[src/rtl/core/bppm_pkg.sv]
// Package for the biphasic peak-to-peak meter.
// Holds the register index codes, the scale reset value and the configuration struct.
// No dependencies.
`default_nettype none

package bppm_pkg;

	localparam int SAMPLE_BITS_DEF = 16;
	localparam int FIELD_BITS      = 16;
	localparam int SCALE_BITS      = 24;
	localparam int CFG_DATA_BITS   = 24;
	localparam int CFG_IDX_BITS    = 2;
	localparam int MV_BITS         = 32;
	localparam int MV_SHIFT        = 9;

	localparam logic [SCALE_BITS-1:0] SCALE_RESET = 24'h01_0000;

	typedef enum logic [CFG_IDX_BITS-1:0] {
		CFG_PERIOD = 2'd0,
		CFG_WIDTH  = 2'd1,
		CFG_SCALE  = 2'd2
	} cfg_idx_t;

	typedef struct packed {
		logic [FIELD_BITS-1:0] period;
		logic [FIELD_BITS-1:0] width;
		logic [SCALE_BITS-1:0] scale;
	} cfg_t;

endpackage

`default_nettype wire

[src/rtl/core/bppm_cfg.sv]
// Configuration register bank of the biphasic peak-to-peak meter.
// Depends on bppm_pkg.
`default_nettype none

module bppm_cfg (
	input  wire logic                                 clk,
	input  wire logic                                 arst_n,
	input  wire logic                                 cfg_we,
	input  wire logic [bppm_pkg::CFG_IDX_BITS-1:0]    cfg_index,
	input  wire logic [bppm_pkg::CFG_DATA_BITS-1:0]   cfg_data,
	output bppm_pkg::cfg_t                            cfg
);

	bppm_pkg::cfg_t cfg_q;

	always_ff @(posedge clk or negedge arst_n) begin
		if (!arst_n) begin
			cfg_q.period <= '0;
			cfg_q.width  <= '0;
			cfg_q.scale  <= bppm_pkg::SCALE_RESET;
		end else if (cfg_we) begin
			case (cfg_index)
				bppm_pkg::CFG_PERIOD: cfg_q.period <= cfg_data[bppm_pkg::FIELD_BITS-1:0];
				bppm_pkg::CFG_WIDTH:  cfg_q.width  <= cfg_data[bppm_pkg::FIELD_BITS-1:0];
				bppm_pkg::CFG_SCALE:  cfg_q.scale  <= cfg_data[bppm_pkg::SCALE_BITS-1:0];
				default: ;
			endcase
		end
	end

	assign cfg = cfg_q;

endmodule

`default_nettype wire

[src/rtl/core/bppm_track.sv]
// Window tracker: sample position counter, per-window max/min and swing capture.
// Depends on bppm_pkg.
`default_nettype none

module bppm_track #(
	parameter int SAMPLE_BITS = bppm_pkg::SAMPLE_BITS_DEF
) (
	input  wire logic                              clk,
	input  wire logic                              arst_n,
	input  wire bppm_pkg::cfg_t                    cfg,
	input  wire logic                              acc,
	input  wire logic [bppm_pkg::FIELD_BITS-1:0]   sample,
	input  wire logic                              last_sample,
	input  wire logic                              adv,
	output logic                                   valid_s1,
	output logic [SAMPLE_BITS-1:0]                 pp0_s1,
	output logic [SAMPLE_BITS-1:0]                 pp1_s1
);

	localparam int PB = bppm_pkg::FIELD_BITS + 2;

	logic [bppm_pkg::FIELD_BITS-1:0] idx_q;
	logic [SAMPLE_BITS-1:0]          max0_q, min0_q, max1_q, min1_q;
	logic [SAMPLE_BITS-1:0]          nmax0, nmin0, nmax1, nmin1, smp;
	logic [bppm_pkg::FIELD_BITS-2:0] half;
	logic [bppm_pkg::FIELD_BITS-3:0] len;
	logic [bppm_pkg::FIELD_BITS-2:0] start0;
	logic [PB-1:0]                   pos, end0, start1, end1;
	logic                            in0, in1;

	always_comb begin
		half   = cfg.period[bppm_pkg::FIELD_BITS-1:1];
		len    = half[bppm_pkg::FIELD_BITS-2:1];
		start0 = cfg.width[bppm_pkg::FIELD_BITS-1:1];
		pos    = PB'(idx_q);
		end0   = PB'(start0) + PB'(len);
		start1 = PB'(start0) + PB'(half);
		end1   = start1 + PB'(len);
		in0    = (pos >= PB'(start0)) && (pos < end0);
		in1    = (pos >= start1) && (pos < end1);
		smp    = sample[SAMPLE_BITS-1:0];
		nmax0  = (in0 && smp > max0_q) ? smp : max0_q;
		nmin0  = (in0 && smp < min0_q) ? smp : min0_q;
		nmax1  = (in1 && smp > max1_q) ? smp : max1_q;
		nmin1  = (in1 && smp < min1_q) ? smp : min1_q;
	end

	always_ff @(posedge clk or negedge arst_n) begin
		if (!arst_n) begin
			idx_q    <= '0;
			max0_q   <= '0;
			min0_q   <= '1;
			max1_q   <= '0;
			min1_q   <= '1;
			valid_s1 <= 1'b0;
		end else begin
			if (acc) begin
				if (last_sample) begin
					idx_q  <= '0;
					max0_q <= '0;
					min0_q <= '1;
					max1_q <= '0;
					min1_q <= '1;
				end else begin
					if (idx_q != '1)
						idx_q <= idx_q + 1'b1;
					max0_q <= nmax0;
					min0_q <= nmin0;
					max1_q <= nmax1;
					min1_q <= nmin1;
				end
			end
			if (acc && last_sample)
				valid_s1 <= 1'b1;
			else if (adv)
				valid_s1 <= 1'b0;
		end
	end

	// empty window leaves max below min: swing is zero
	always_ff @(posedge clk) begin
		if (acc && last_sample) begin
			pp0_s1 <= (nmax0 >= nmin0) ? nmax0 - nmin0 : '0;
			pp1_s1 <= (nmax1 >= nmin1) ? nmax1 - nmin1 : '0;
		end
	end

endmodule

`default_nettype wire

[src/rtl/core/bppm_scale.sv]
// Scaling stage and output register: ((pp0 + pp1) * scale) >> 9.
// Depends on bppm_pkg.
`default_nettype none

module bppm_scale #(
	parameter int SAMPLE_BITS = bppm_pkg::SAMPLE_BITS_DEF
) (
	input  wire logic                              clk,
	input  wire logic                              arst_n,
	input  wire logic [bppm_pkg::SCALE_BITS-1:0]   scale,
	input  wire logic                              valid_s1,
	input  wire logic [SAMPLE_BITS-1:0]            pp0_s1,
	input  wire logic [SAMPLE_BITS-1:0]            pp1_s1,
	input  wire logic                              out_stall,
	output logic                                   adv,
	output logic                                   out_valid,
	output logic [bppm_pkg::MV_BITS-1:0]           load_mv_q8,
	output logic [bppm_pkg::FIELD_BITS-1:0]        swing_first,
	output logic [bppm_pkg::FIELD_BITS-1:0]        swing_second
);

	localparam int SB = SAMPLE_BITS + 1;
	localparam int PW = SB + bppm_pkg::SCALE_BITS;

	logic                           valid_s2;
	logic [SB-1:0]                  sum;
	logic [PW-1:0]                  prod;
	logic [bppm_pkg::MV_BITS-1:0]   mv_s2;
	logic [SAMPLE_BITS-1:0]         pp0_s2, pp1_s2;

	// product stays below 2^41, so the shifted value always fits 32 bits
	always_comb begin
		sum  = SB'(pp0_s1) + SB'(pp1_s1);
		prod = PW'(sum) * PW'(scale);
		adv  = !valid_s2 || !out_stall;
	end

	always_ff @(posedge clk or negedge arst_n) begin
		if (!arst_n)
			valid_s2 <= 1'b0;
		else if (adv)
			valid_s2 <= valid_s1;
	end

	always_ff @(posedge clk) begin
		if (adv && valid_s1) begin
			mv_s2  <= bppm_pkg::MV_BITS'(prod >> bppm_pkg::MV_SHIFT);
			pp0_s2 <= pp0_s1;
			pp1_s2 <= pp1_s1;
		end
	end

	assign out_valid    = valid_s2;
	assign load_mv_q8   = mv_s2;
	assign swing_first  = bppm_pkg::FIELD_BITS'(pp0_s2);
	assign swing_second = bppm_pkg::FIELD_BITS'(pp1_s2);

endmodule

`default_nettype wire

[src/rtl/core/biphasic_peak_to_peak_meter.sv]
// Biphasic peak-to-peak meter, top level.
// Instantiates bppm_cfg, bppm_track and bppm_scale; depends on bppm_pkg.
//
// Accepts one sample per clock while in_stall is low. Every sample updates the running max/min
// of the two quarter-period windows, which start half a period apart; a sample marked last
// freezes both swings into the swing register, and the scaled result is registered in the
// output register, from which it appears on the output. The input stalls only while both the
// swing register and the output register hold results that the receiver has not taken.
`default_nettype none

module biphasic_peak_to_peak_meter #(
	parameter int SAMPLE_BITS = bppm_pkg::SAMPLE_BITS_DEF
) (
	input  wire logic                                 clk,
	input  wire logic                                 arst_n,
	input  wire logic                                 cfg_we,
	input  wire logic [bppm_pkg::CFG_IDX_BITS-1:0]    cfg_index,
	input  wire logic [bppm_pkg::CFG_DATA_BITS-1:0]   cfg_data,
	input  wire logic                                 in_valid,
	output logic                                      in_stall,
	input  wire logic [bppm_pkg::FIELD_BITS-1:0]      sample,
	input  wire logic                                 last_sample,
	output logic                                      out_valid,
	input  wire logic                                 out_stall,
	output logic [bppm_pkg::MV_BITS-1:0]              load_mv_q8,
	output logic [bppm_pkg::FIELD_BITS-1:0]           swing_first,
	output logic [bppm_pkg::FIELD_BITS-1:0]           swing_second
);

	bppm_pkg::cfg_t          cfg;
	logic                    acc, adv, valid_s1;
	logic [SAMPLE_BITS-1:0]  pp0_s1, pp1_s1;

	assign in_stall = valid_s1 && !adv;
	assign acc      = in_valid && !in_stall;

	bppm_cfg u_cfg (
		.clk       (clk),
		.arst_n    (arst_n),
		.cfg_we    (cfg_we),
		.cfg_index (cfg_index),
		.cfg_data  (cfg_data),
		.cfg       (cfg)
	);

	bppm_track #(
		.SAMPLE_BITS (SAMPLE_BITS)
	) u_track (
		.clk         (clk),
		.arst_n      (arst_n),
		.cfg         (cfg),
		.acc         (acc),
		.sample      (sample),
		.last_sample (last_sample),
		.adv         (adv),
		.valid_s1    (valid_s1),
		.pp0_s1      (pp0_s1),
		.pp1_s1      (pp1_s1)
	);

	bppm_scale #(
		.SAMPLE_BITS (SAMPLE_BITS)
	) u_scale (
		.clk          (clk),
		.arst_n       (arst_n),
		.scale        (cfg.scale),
		.valid_s1     (valid_s1),
		.pp0_s1       (pp0_s1),
		.pp1_s1       (pp1_s1),
		.out_stall    (out_stall),
		.adv          (adv),
		.out_valid    (out_valid),
		.load_mv_q8   (load_mv_q8),
		.swing_first  (swing_first),
		.swing_second (swing_second)
	);

	assert property (@(posedge clk) disable iff (!arst_n)
		in_stall |-> (out_valid && out_stall))
		else $error("input stalled without output backpressure");

	assert property (@(posedge clk) disable iff (!arst_n)
		(acc && last_sample) |=> valid_s1)
		else $error("last sample transaction did not load the swing register");

	assert property (@(posedge clk) disable iff (!arst_n)
		$rose(out_valid) |-> $past(valid_s1))
		else $error("result appeared without a pending swing");

	assert property (@(posedge clk) disable iff (!arst_n)
		out_valid |-> ((swing_first >> SAMPLE_BITS) == '0 && (swing_second >> SAMPLE_BITS) == '0))
		else $error("swing exceeds sample range");

endmodule

`default_nettype wire

[config.mk]
export PLATFORM = sky130hd
export DESIGN_NAME = biphasic_peak_to_peak_meter
export DESIGN_NICKNAME = d
export VERILOG_FILES = /design/src/rtl/core/bppm_pkg.sv /design/src/rtl/core/bppm_cfg.sv /design/src/rtl/core/bppm_track.sv /design/src/rtl/core/bppm_scale.sv /design/src/rtl/core/biphasic_peak_to_peak_meter.sv
export SDC_FILE = /design/constraint.sdc
export NUM_CORES = 2
export LEC_CHECK = 0
export BUFFER_PORTS_ARGS = -buffer_cell sky130_fd_sc_hd__buf_2
export CAP_MARGIN = 0
export CORE_MARGIN = 3
export CORE_UTILIZATION = 40
export DETAILED_ROUTE_END_ITERATION = 7
export GPL_ROUTABILITY_DRIVEN = 1
export GPL_TIMING_DRIVEN = 0
export HOLD_SLACK_MARGIN = 0.08
export PLACE_DENSITY = 0.54
export SLEW_MARGIN = 15
export SYNTH_ARGS = -nofsm -noshare
export SYNTH_HDL_FRONTEND = slang
export SYNTH_SLANG_ARGS = --single-unit
[constraint.sdc]
create_clock -name clk -period 7.1 [get_ports clk]
set_input_delay 1.42 -clock clk [delete_from_list [all_inputs] [get_ports clk]]
set_output_delay 1.42 -clock clk [all_outputs]
set_load 0.03 [all_outputs]
Yosys cells after proc, flatten, opt, wreduce, memory -nomap -nowiden
Index checks and enable logic that the tools add are counted.
{"block": "classes", "add_sub_neg": 7, "mul": 1, "order_cmp": 10, "eq_ne": 3, "n_mux": 12, "n_reduce_logical": 22}
{"cell": "16-bit 2-to-1 mux", "n": 10}
{"cell": "17-bit by 24-bit multiplier with 41-bit output", "n": 1}
{"cell": "16-bit by 18-bit less-than comparator with 1-bit output", "n": 2}
{"cell": "16-bit >= comparator", "n": 2}
{"cell": "16-bit > comparator", "n": 2}
{"cell": "16-bit less-than comparator", "n": 2}
{"cell": "16-bit subtractor", "n": 2}
{"cell": "18-bit by 14-bit adder with 18-bit output", "n": 1}
{"cell": "16-bit by 18-bit >= comparator with 1-bit output", "n": 1}
{"cell": "16-bit by 16-bit adder with 17-bit output", "n": 1}
{"cell": "15-bit by 14-bit adder with 16-bit output", "n": 1}
{"cell": "15-bit by 15-bit adder with 16-bit output", "n": 1}
{"cell": "16-bit by 1-bit adder with 16-bit output, second input constant", "n": 1}
{"cell": "16-bit by 15-bit >= comparator with 1-bit output", "n": 1}
{"cell": "16-bit != test, second input constant", "n": 1}
{"cell": "1-bit logical AND", "n": 10}
{"cell": "2-bit AND reduction", "n": 4}
{"cell": "1-bit logical NOT", "n": 4}
{"cell": "2-bit nonzero test", "n": 2}
{"cell": "2-bit by 1-bit equality test with 1-bit output, second input constant", "n": 1}
{"cell": "2-bit equality test, second input constant", "n": 1}
{"cell": "2-bit logical NOT", "n": 1}
{"cell": "1-bit 2-to-1 mux", "n": 2}
{"cell": "1-bit logical OR", "n": 1}
{"block": "word_totals", "ff_bits": 234, "inputBits": 48, "out_inout_bits": 66}

Longest topological paths before layout
{"block": "logic_depth", "word_depth": 8, "ltp_mapped": 37, "ltp_nobuf": 35}

Hierarchy
Synthesis repeated with hierarchy kept, for this count alone.
{"block": "hier_totals", "cells_unflattened": 3378, "area_unflattened_um2": 31122.3}
{"mod": "bppm_scale", "instances": 1, "cells_each": 1856, "area_per_inst_um2": 16567.1}
{"mod": "bppm_track", "instances": 1, "cells_each": 1401, "area_per_inst_um2": 12410.7}
{"mod": "bppm_cfg", "instances": 1, "cells_each": 119, "area_per_inst_um2": 2122.0}
{"mod": "biphasic_peak_to_peak_meter", "instances": 1, "cells_each": 2, "area_per_inst_um2": 22.5}

Worst setup path before layout
OpenSTA, ideal clock, no wires.
{"block": "synth_path", "path_type": "register to register", "from": "reg u_track.pp0_s1[1]", "to": "reg u_scale.mv_s2 (netlist bit u_scale.load_mv_q8[31]), data pin", "setup_ns": 0.260, "arrival_time_ns": 7.582, "required_ns": 6.840, "setup_slack_ns": -0.742, "path_stages_with_launch": 31, "n_path_buf": 1, "cell_sequence": "edfxtp_1 > ha_1 > a21o_1 > a21oi_1 > o21ai_1 > a211o_1 > a31oi_1 > o21bai_1 > a21oi_1 > xnor2_1 > clkbuf_1 > nand2_1 > fa_1 > inv_1 > fa_1 > fa_1 > fa_1 > fa_1 > inv_1 > fa_1 > inv_1 > ha_1 > a21o_1 > a221o_1 > a21oi_1 > a2bb2oi_1 > nand3_1 > a311oi_1 > o21bai_1 > a21oi_1 > xnor2_1"}
{"block": "synth_via", "elab_chain_cells": 2}
{"item": "from (decl)", "line": "bppm_track.sv:16", "rtl": "output logic [SAMPLE_BITS-1:0] pp0_s1,"}
{"item": "from (signal assigned)", "line": "bppm_track.sv:83", "rtl": "pp0_s1 <= (nmax0 >= nmin0) ? nmax0 - nmin0 : '0;"}
{"item": "16-bit by 16-bit adder with 17-bit output", "line": "bppm_scale.sv:33", "rtl": "sum = SB'(pp0_s1) + SB'(pp1_s1);"}
{"item": "17-bit by 24-bit multiplier with 41-bit output", "line": "bppm_scale.sv:34", "rtl": "prod = PW'(sum) * PW'(scale);"}
{"item": "net u_scale.prod[40]", "line": "bppm_scale.sv:27", "rtl": "logic [PW-1:0] prod;"}
{"item": "to (signal assigned)", "line": "bppm_scale.sv:47", "rtl": "mv_s2 <= bppm_pkg::MV_BITS'(prod >> bppm_pkg::MV_SHIFT);"}
{"item": "to (decl)", "line": "bppm_scale.sv:28", "rtl": "logic [bppm_pkg::MV_BITS-1:0] mv_s2;"}
The timed path passes the listed nets, and every way through them passes these cells.
A chain may end at the register's enable or synchronous reset.

Worst setup path after layout
{"block": "layout_path", "from": "reg u_track.pp1_s1[1]", "to": "reg u_scale.mv_s2 (netlist bit u_scale.load_mv_q8[31]), data pin"}
{"block": "layout_via", "elab_chain_cells": 2}
{"item": "from (decl)", "line": "bppm_track.sv:17", "rtl": "output logic [SAMPLE_BITS-1:0] pp1_s1"}
{"item": "from (signal assigned)", "line": "bppm_track.sv:84", "rtl": "pp1_s1 <= (nmax1 >= nmin1) ? nmax1 - nmin1 : '0;"}
{"item": "16-bit by 16-bit adder with 17-bit output", "line": "bppm_scale.sv:33"}
{"item": "17-bit by 24-bit multiplier with 41-bit output", "line": "bppm_scale.sv:34"}
{"item": "net u_scale.prod[40]", "line": "bppm_scale.sv:27"}
The timed path passes the listed nets, and every way through them passes these cells.

==> results.cfg <==
[timing]
worst_pin_slew_ns = 1.20
period_minus_slack_ns = 7.93
final.setup.tns_ns = -23.14
holdWs_ns = 0.457
relSlewSlack_pct = 19.6
max_freq_mhz = 126
grt_setup_unrepaired = true
layout_setup_ws_ns = -0.828
skew_ns = 0.0275
hold_viol_final = 0
finalSetupViolations = 40
slew_viol_final = 0
fin_crit_sh_pct = 112

[job]
cap_violations = 0

[global_route]
grt_max_degree = 82
grt_usage_pct = 23.1
met1_usage_pct = 31.6
grt_busiest_layer = met2
grt_overflow_total = 0
gr-usage-met2_pct = 39.3
antenna_found_initial = 1
grt_pass1_wl_um = 140000
grt_pass1_vias = 24000
grt_util_met3_pct = 2.48

[synth]
synth_most_common_cell = inv_1
synth_mux_area_share_pct = 4.39
synthTopCellsByCount = inv_1, nand2_1, fa_1
synth_edf_count = 96
synth-adder-area-share_pct = 36.1
synthFlopType = dfrtp_1
yosysSeqAreaShare_pct = 21.2
synth_area_sq_mm = 0.0299
synthCells = 3198
synthTopCellsByArea = fa_1, ha_1, edfxtp_1, dfrtp_1, inv_1
syn-num-nets = 3907
synth_top_cell_area_share_pct = 22.3
synth_compound_area_share_pct = 10.9
synth_top_family_by_area = adder cells
synthArstFlopShare_pct = 58.6
synth-seq-cells = 232
synth_area_leader_cell = fa_1
ys_types = 77
yosys.area_share.simple_pct = 15.5
yosysWarnings = 0
synth_xor_area_share_pct = 3.05
syn_avg_cell_area_sq_um = 9.34

[routing]
routed_wl_um = 90100
first_pass_iters = 5
ant_nets = 0
dr_total_vias = 23600
wire_per_inst_um = 20.2
remaining_drc_errors = 0
drt-initial-drc-count = 1242
avgViaCountPerCell = 5.28

[floorplan]
start_util_pct = 40.6
ios = 114
rows = 99
die_h_um = 279
die_w_um = 279
core_area_sq_mm = 0.0735
die_area_sq_mm = 0.0779

[setup_path]
startpoint_type = flip-flop
rrSetupSlack_ns = -0.83
critPathMaxFanout = 8
crit_slowest_cell = fa_1
r2r_end = u_scale.load_mv_q8[31]$_DFFE_PP_
crit_path_end_kind = flip-flop
rr_startpoint = u_track.pp1_s1[1]$_SDFFCE_PN0P_
r2r_cells = 32
cp_common_cell = fa_1
crit_path_max_incr_delay_ns = 0.54
crit_path_end = u_scale.load_mv_q8[31]$_DFFE_PP_
crit_required_ns = 7.45
crit_arrival_ns = 8.28
crit_path_start = u_track.pp1_s1[1]$_SDFFCE_PN0P_
crit_type = flip-flop to flip-flop

[finish]
final_cell_count_no_fill = 4460
n_antenna_cell = 0
layout.nets = 4186
layout-drive-gt1-share_pct = 20.0
area_delta_synth_final_pct = 18.7
utilization_pct = 48.2

[status]
violations = negative setup slack
status = finished, violations left

[placement]
dp_cells = 4275
hpwl_um = 70700
port_buffers = 113
gp_congestion = 0.885

[clock_network]
cts_buffers = 31
cts_tree = done
clock-sinks = 232
htreeDepth = 1
cts.clk_slew.worst_paths_ns = 0.06
clockBufferDepth = 3
clkLatencyLatePin_ns = 0.63
cts-root-buf = clkbuf_16

[hold_path]
hold_class = flip-flop to flip-flop
cell families (layout without fill, tap and decap cells):
kind of cell,Yosys count,after routing
and+or+nand+nor,926,926
AOI/OAI and AO/OA,453,453
DFF,232,232
buffers and inverters,702,1005
muxes,120,120
xor gates and xnor gates,104,104
adders and majority gates,661,661
worst max-delay path, delay by kind of cell (launching register included):
| kind | cells | cell delay, ns |
|---|---|---|
| AO/OA/AOI/OAI | 13 | 2.54 |
| XOR/XNOR | 2 | 0.28 |
| adder cells (fa/ha/maj) | 8 | 3.60 |
| buffers and inverters | 6 | 0.40 |
| flip-flops | 1 | 0.43 |
| AND/OR/NAND/NOR | 3 | 0.38 |
layout by cell type, fill, tap and decap left out, types with 21 or more instances in the layout:
cell,synthesis,final
inv_1,566,551
nand2_1,340,328
fa_1,333,313
ha_1,328,303
nor2_1,151,131
buf_2,10,117
buf_4,2,105
dfrtp_1,103,102
edfxtp_1,96,96
clkbuf_1,119,90
and2_1,88,81
mux2_2,82,81
a21oi_1,97,68
xnor2_1,72,59
nand2b_1,57,57
a21o_1,53,53
nand4_1,49,49
o21ai_0,57,44
nand3_1,41,38
and3_1,53,38
clkbuf_16,0,34
buf_6,2,33
dfstp_2,33,33
xor2_1,32,30
mux2i_1,33,29
a21oi_2,1,28
o21a_1,28,28
a211o_1,25,25
o211ai_1,24,24
a211oi_1,28,21
what timing repair did:
action / in CTS / in global routing
setup buffers: 84 / 41
gates cloned: 3 / 2
hold buffers: 0 / 0
setup endpoints to repair: 62 / 61
pin swaps: 88 / 89
resized for setup: 205 / 133
layout make-up:
cell class	instances	area, sq um
inverter	566	2120
sequential	232	6330
clock inverter	19	196
multi-input combinational	2264	22100
timing repair buffer	247	1790
clock buffer	38	845
fill	7050	38000
tap	959	1200
buffer	135	808
metrics by stage:
stage / instance area [sq um] / worst slack [ns]
2_1_floorplan: 30200 / -0.353
3_3_place_gp: 31900 / -3.75
3_5_place_dp: 32100 / -1.88
4_1_cts: 34700 / -0.890
5_1_grt: 35400 / -1.14
6_report: 35400 / -0.828
metal layers:
layer / vias up / share of wire [%]
met1: 11700 / 45
met4: 0 / 2.7
li1: 11200 / -
met5: - / 0
met2: 515 / 48
met3: 113 / 4.6
registers in the layout, indices dropped and copies added, names as in the netlist:
signal,flops
u_cfg.cfg,54
u_scale.load_mv_q8,32
u_scale.swing_first,16
u_scale.swing_second,16
u_track.idx_q,16
u_track.max0_q,16
u_track.max1_q,16
u_track.min0_q,16
u_track.min1_q,16
u_track.pp0_s1,16
u_track.pp1_s1,16
u_scale.out_valid,1
u_track.valid_s1,1
how the worst min path moves through the flow:
stage	startpoint	to	slack (ns)	cells after the start
2_1_floorplan	u_track.pp1_s1[10]$_SDFFCE_PN0P_	u_scale.swing_second[10]$_DFFE_PP_	0.43	0
3_3_place_gp	u_track.pp0_s1[7]$_SDFFCE_PN0P_	u_scale.swing_first[7]$_DFFE_PP_	0.45	0
3_5_place_dp	u_track.pp0_s1[8]$_SDFFCE_PN0P_	u_scale.swing_first[8]$_DFFE_PP_	0.45	0
4_1_cts	u_track.pp0_s1[13]$_SDFFCE_PN0P_	u_scale.swing_first[13]$_DFFE_PP_	0.46	0
5_1_grt	u_track.pp0_s1[3]$_SDFFCE_PN0P_	u_scale.swing_first[3]$_DFFE_PP_	0.46	0
6_report	u_track.pp0_s1[3]$_SDFFCE_PN0P_	u_scale.swing_first[3]$_DFFE_PP_	0.46	0
Power is not shown: default switching activity piles up to over one toggle a cycle in this logic, so the estimate is an artifact.
